**config.mk**
```make
export PLATFORM = sky130hd
export DESIGN_NAME = lrst_node_sel
export DESIGN_NICKNAME = d
export VERILOG_FILES = /design/src/rtl/core/lrst_pkg.sv /design/src/rtl/core/lrst_node_sel.sv
export SDC_FILE = /design/constraint.sdc
export NUM_CORES = 1
export LEC_CHECK = 0
export ABC_AREA = 1
export ABC_CLOCK_PERIOD_IN_PS = 15110
export BUFFER_PORTS_ARGS = -buffer_cell sky130_fd_sc_hd__buf_2
export CORE_MARGIN = 2
export CORE_UTILIZATION = 55
export DETAILED_ROUTE_END_ITERATION = 8
export GPL_ROUTABILITY_DRIVEN = 0
export PLACE_DENSITY = 0.85
export REMOVE_ABC_BUFFERS = 1
export SYNTH_ARGS = -nofsm -noshare
export SYNTH_HDL_FRONTEND = slang
export SYNTH_SLANG_ARGS = --single-unit
```
**constraint.sdc**
```tcl
create_clock -name vclk -period 15.11
set_input_delay 3.7775 -clock vclk [all_inputs]
set_output_delay 3.7775 -clock vclk [all_outputs]
set_load 0.01 [all_outputs]
```
**src/rtl/core/lrst_pkg.sv**
```systemverilog
package lrst_pkg;

    // tree shape
    localparam int LOG_LEAVES = 10;
    localparam int LEAVES     = 1 << LOG_LEAVES;
    localparam int NODES      = 2 * LEAVES;
    localparam int IDX_W      = LOG_LEAVES;
    localparam int NODE_W     = LOG_LEAVES + 1;
    localparam int LVL_W      = $clog2(LOG_LEAVES + 1);

    // payload widths
    localparam int SUM_W      = 64;
    localparam int VAL_W      = 32;
    localparam int ENTRY_W    = 2 * SUM_W;
    localparam int S_DATA_W   = 56;
    localparam int M_DATA_W   = 64;

    // operation codes
    localparam logic OP_ADD   = 1'b0;
    localparam logic OP_QUERY = 1'b1;

    // candidate slots per level
    localparam int SLOT_W     = 2;
    localparam logic [SLOT_W-1:0] SLOT_LAST = 2'd3;

    // one node that the walk may touch at a given level
    typedef struct packed {
        logic              valid;
        logic              full;
        logic [NODE_W-1:0] node;
        logic [NODE_W-1:0] ovl;
        logic [NODE_W-1:0] len;
    } node_info_t;

endpackage

```
**src/rtl/core/lrst_node_sel.sv**
```systemverilog
module lrst_node_sel (
    input  logic [lrst_pkg::IDX_W-1:0]  range_lo,
    input  logic [lrst_pkg::IDX_W-1:0]  range_hi,
    input  logic [lrst_pkg::LVL_W-1:0]  level,
    input  logic [lrst_pkg::SLOT_W-1:0] slot,
    output lrst_pkg::node_info_t        info
);
    import lrst_pkg::*;

    logic [LVL_W-1:0]  cs;
    logic [LVL_W-1:0]  ps;
    logic [NODE_W-1:0] a_w;
    logic [NODE_W-1:0] b_w;
    logic [NODE_W-1:0] pa_off, pb_off, pa, pb;
    logic [NODE_W-1:0] plo_a, phi_a, plo_b, phi_b;
    logic              pa_part, pb_part;
    logic [NODE_W-1:0] par;
    logic [NODE_W-1:0] node;
    logic [NODE_W-1:0] node_off;
    logic [NODE_W-1:0] clo, chi, lo_m, hi_m;
    logic              hit;
    logic              cand_ok;

    assign cs  = LVL_W'(LOG_LEAVES) - level;
    assign ps  = cs + LVL_W'(1);
    assign a_w = NODE_W'(range_lo);
    assign b_w = NODE_W'(range_hi);

    // parents on the path to the low and high ends (level above)
    assign pa_off = a_w >> ps;
    assign pb_off = b_w >> ps;
    assign pa     = (NODE_W'(1) << (level - LVL_W'(1))) | pa_off;
    assign pb     = (NODE_W'(1) << (level - LVL_W'(1))) | pb_off;
    assign plo_a  = pa_off << ps;
    assign phi_a  = plo_a | ((NODE_W'(1) << ps) - NODE_W'(1));
    assign plo_b  = pb_off << ps;
    assign phi_b  = plo_b | ((NODE_W'(1) << ps) - NODE_W'(1));
    assign pa_part = !((plo_a >= a_w) && (phi_a <= b_w));
    assign pb_part = !((plo_b >= a_w) && (phi_b <= b_w));

    // candidate: a child of a partially covered parent, root at level zero
    always_comb begin
        par     = slot[1] ? pb : pa;
        cand_ok = slot[1] ? (pb_part && (pb != pa)) : pa_part;
        node    = {par[NODE_W-2:0], slot[0]};
        if (level == '0) begin
            node    = NODE_W'(1);
            cand_ok = (slot == '0);
        end
    end

    // span of the candidate and its overlap with the range
    assign node_off = node - (NODE_W'(1) << level);
    assign clo      = node_off << cs;
    assign chi      = clo | ((NODE_W'(1) << cs) - NODE_W'(1));
    assign lo_m     = (clo > a_w) ? clo : a_w;
    assign hi_m     = (chi < b_w) ? chi : b_w;
    assign hit      = (clo <= b_w) && (chi >= a_w);

    assign info.valid = cand_ok && hit;
    assign info.full  = (clo >= a_w) && (chi <= b_w);
    assign info.node  = node;
    assign info.ovl   = hit ? (hi_m - lo_m + NODE_W'(1)) : '0;
    assign info.len   = NODE_W'(1) << cs;

endmodule

```
==> impl_results.html <==
<table>
<tr><th>Metric</th><th>Value</th></tr>
<tr><th colspan="2">Logic synthesis</th></tr>
<tr><td>Cell count after synthesis</td><td>1094</td></tr>
<tr><td>Mean Syn Cell Area</td><td>5.84 sq um</td></tr>
<tr><td>Number of distinct library cell variants in the gate-level netlist after synthesis</td><td>62</td></tr>
<tr><td>Yosys warning count</td><td>0</td></tr>
<tr><td>Post-synthesis sequential area ratio</td><td>0%</td></tr>
<tr><td>Post-synthesis cell type with the largest combined area</td><td>sky130_fd_sc_hd__ha_1</td></tr>
<tr><td>Leading cell types by total area after synthesis</td><td>sky130_fd_sc_hd__ha_1 (23%), sky130_fd_sc_hd__nand2_1 (16%), sky130_fd_sc_hd__inv_1 (7.6%)</td></tr>
<tr><td>Top cell type's share of synthesized area</td><td>23.1%</td></tr>
<tr><td>Post-Syn Area</td><td>0.00639 sq mm</td></tr>
<tr><th colspan="2">Power</th></tr>
<tr><td>Total design power</td><td>612 uW</td></tr>
<tr><td>Largest vdd supply drop</td><td>0.0952 mV</td></tr>
<tr><td>Cell leakage power</td><td>0.00398 uW</td></tr>
<tr><td>Power per cell area</td><td>80.7 mW/mm^2</td></tr>
<tr><th colspan="2">Die</th></tr>
<tr><td># IOs</td><td>61</td></tr>
<tr><td>Total die area</td><td>0.0125 sq mm</td></tr>
<tr><td>Number of rows created at floorplan</td><td>39</td></tr>
<tr><td>Die extent in x</td><td>112 microns</td></tr>
<tr><td>Die Y</td><td>112 microns</td></tr>
<tr><td>Initial core utilization</td><td>56.2%</td></tr>
<tr><td>Placeable core area</td><td>0.0114 sq mm</td></tr>
<tr><th colspan="2">Worst setup path</th></tr>
<tr><td>Count of buffer and inverter cells on the critical path</td><td>10</td></tr>
<tr><td>Critical Path Start Type</td><td>input pin</td></tr>
<tr><td>Cell repeated most along the worst path</td><td>sky130_fd_sc_hd__nor2_1</td></tr>
<tr><td>Start-to-end type of the worst setup path</td><td>input pin to output pin</td></tr>
<tr><td>Maximum net fanout on the critical path</td><td>9</td></tr>
<tr><td>Crit. End Element</td><td>output pin</td></tr>
<tr><td>Cell type of the slowest stage on the worst timing path</td><td>sky130_fd_sc_hd__ha_1</td></tr>
<tr><td>Number of logic stages on the critical path including buffering</td><td>55</td></tr>
<tr><td>Worst EP required</td><td>11.33 ns</td></tr>
<tr><td>WP data arrival</td><td>10.89 ns</td></tr>
<tr><td>Cell family with most CP delay</td><td>simple AND/OR/NAND/NOR gates</td></tr>
<tr><td>Delay contributed by the slowest stage of the critical path</td><td>0.32 ns</td></tr>
<tr><th colspan="2">Timing</th></tr>
<tr><td>Final worst path period need</td><td>14.67 ns</td></tr>
<tr><td>Final setup violating endpoints</td><td>0</td></tr>
<tr><td>Highest Clock Rate</td><td>68.2 MHz</td></tr>
<tr><td>Tightest Pin Transition</td><td>0.866 ns</td></tr>
<tr><td>TNS Setup</td><td>0 ns</td></tr>
<tr><td>Setup ws final</td><td>0.441 ns</td></tr>
<tr><td>Relative slew slack</td><td>42.1%</td></tr>
<tr><td>Final worst path period share</td><td>97.1%</td></tr>
<tr><td>Final Hold Vio Count</td><td>0</td></tr>
<tr><td>Final-report max-slew violation count</td><td>0</td></tr>
<tr><th colspan="2">Placement</th></tr>
<tr><td>Cell Count Post-Placement</td><td>1302</td></tr>
<tr><td>Detailed placer's ending HPWL</td><td>17.6 mm</td></tr>
<tr><td>Post-placement cell area</td><td>0.00698 sq mm</td></tr>
<tr><td>Pre-CTS setup slack</td><td>0.0520 ns</td></tr>
<tr><td>Total of buffers placed on input and output ports</td><td>61</td></tr>
<tr><th colspan="2">Min path</th></tr>
<tr><td>Worst hold start</td><td>slot[0]</td></tr>
<tr><td>Hold EP</td><td>info[22]</td></tr>
<tr><td>Hold-critical path depth</td><td>4</td></tr>
<tr><td>Worst min path class</td><td>input pin to output pin</td></tr>
<tr><th colspan="2">Route</th></tr>
<tr><td>Count of unresolved DRC violations after routing</td><td>0</td></tr>
<tr><td>Total number of vias</td><td>8138</td></tr>
<tr><td>Routed Wire Length</td><td>22.7 mm</td></tr>
<tr><td>Final routed wire length divided by cell count</td><td>17.1 microns</td></tr>
<tr><td>First-pass iteration count of the detailed router</td><td>7</td></tr>
<tr><td>DR iter-0 viols</td><td>1098</td></tr>
<tr><td>Antenna Violating Nets Remaining</td><td>0</td></tr>
<tr><td>Average vias per placed instance</td><td>6.14</td></tr>
<tr><th colspan="2">Cells and area</th></tr>
<tr><td>Count of inserted antenna diode cells</td><td>0</td></tr>
<tr><td>Final design area excluding fillers</td><td>0.00759 sq mm</td></tr>
<tr><td>Ratio of cells with drive above 1 in the final layout</td><td>21.8%</td></tr>
<tr><td>Count of clock buffers in the final design</td><td>0</td></tr>
<tr><td>Most frequent standard cell in the layout excluding fill and tap cells</td><td>sky130_fd_sc_hd__nand2_1</td></tr>
<tr><td>Footprint of the multi-input gates</td><td>0.00599 sq mm</td></tr>
<tr><td>Non-filler instance count after layout</td><td>1326</td></tr>
<tr><td>Number of nets in the finished design</td><td>1331</td></tr>
<tr><td>Sequential cell count of the final layout</td><td>0</td></tr>
<tr><td>Sequential Area</td><td>0 sq um</td></tr>
<tr><td>Count of filler cells inserted in the layout</td><td>965</td></tr>
<tr><td>Syn-to-layout area delta</td><td>18.8%</td></tr>
<tr><td>Most used cells in the layout excluding fill and tap cells</td><td>sky130_fd_sc_hd__nand2_1 (269), sky130_fd_sc_hd__inv_1 (125), sky130_fd_sc_hd__ha_1 (107)</td></tr>
<tr><th colspan="2">Global routing</th></tr>
<tr><td>All-Layer GR Usage</td><td>32.3%</td></tr>
<tr><td>Global route overflow</td><td>0</td></tr>
<tr><td>Wire length of the first global-routing pass</td><td>33.9 mm</td></tr>
<tr><td>Number of global-route vias before repair</td><td>7067</td></tr>
<tr><td>Largest net degree at the start of global routing</td><td>46</td></tr>
<tr><td>Antenna violations before repair</td><td>0</td></tr>
<tr><th colspan="2">Run</th></tr>
<tr><td>Max-cap violations</td><td>0</td></tr>
<tr><th colspan="2">Clock network</th></tr>
<tr><td>CTS Hold Buffers Added</td><td>0</td></tr>
<tr><th colspan="2">Status</th></tr>
<tr><td>Run status</td><td>complete, no violations</td></tr>
</table>
[logic make-up (layout without fill, tap and decap cells)]
group	Yosys count	after routing	synth area share [%]
muxes	5	5	0.783
buffers and inverters	183	272	11.8
adders and majority gates	120	120	23.7
xor gates and xnor gates	21	21	3.23
and+or+nand+nor	556	556	41.2
AOI/OAI and AO/OA	209	209	19.3
[synthesized netlist by cell type, types with 9 or more instances]
cell type                    n
sky130_fd_sc_hd__a211oi_1   10
sky130_fd_sc_hd__a21oi_1    45
sky130_fd_sc_hd__a31oi_1     9
sky130_fd_sc_hd__clkbuf_1   15
sky130_fd_sc_hd__ha_1      118
sky130_fd_sc_hd__inv_1     129
sky130_fd_sc_hd__inv_2      15
sky130_fd_sc_hd__nand2_1   272
sky130_fd_sc_hd__nand2_2    19
sky130_fd_sc_hd__nand3_1    94
sky130_fd_sc_hd__nand4_1    11
sky130_fd_sc_hd__nor2_1     99
sky130_fd_sc_hd__nor3_1      9
sky130_fd_sc_hd__o21ai_0    95
sky130_fd_sc_hd__xor2_1     14
[power by group]
part / switching (uW) / internal, uW / total (uW)
Sequential: 0 / 0 / 0
Clock: 0 / 0 / 0
Combinational: 376 / 236 / 612
[routing by layer]
layer | vias up | global-route usage (%) | wire length, microns
li1 | 3875 | - | -
met1 | 3593 | 44.5 | 8930
met2 | 555 | 52.2 | 9880
met3 | 115 | 2.23 | 2460
met4 | 0 | 13.3 | 1440
met5 | - | 0 | 0
[how the worst max path moves through the flow]
stage	startpoint	slack [ns]	end
after global placement	level[0]	0.20	info[20]
after floorplan	level[0]	0.04	info[20]
after detailed placement	level[0]	0.05	info[20]
final	level[1]	0.44	info[21]
after CTS	level[0]	0.02	info[20]
after global routing	level[1]	-0.19	info[21]
[per-stage QoR]
step,utilization (%),hold slack (ns)
global route,66.8,7.93
finish,66.8,7.87
global placement,61.4,7.86
detailed placement,61.4,7.87
CTS,61.4,7.87
floorplan,-,7.65
[layout make-up]
class	count	area share (%)
Inverter	148	7.70
Multi-Input combinational cell	911	78.9
Timing Repair Buffer	124	11.1
Tap cell	143	2.36
[repair_timing]
item	CTS	global route
buffers inserted	0	24
pin swaps	0	18
gates resized for setup	1	102
setup endpoints to repair	2	5
Power figures use the tool's default switching activity.
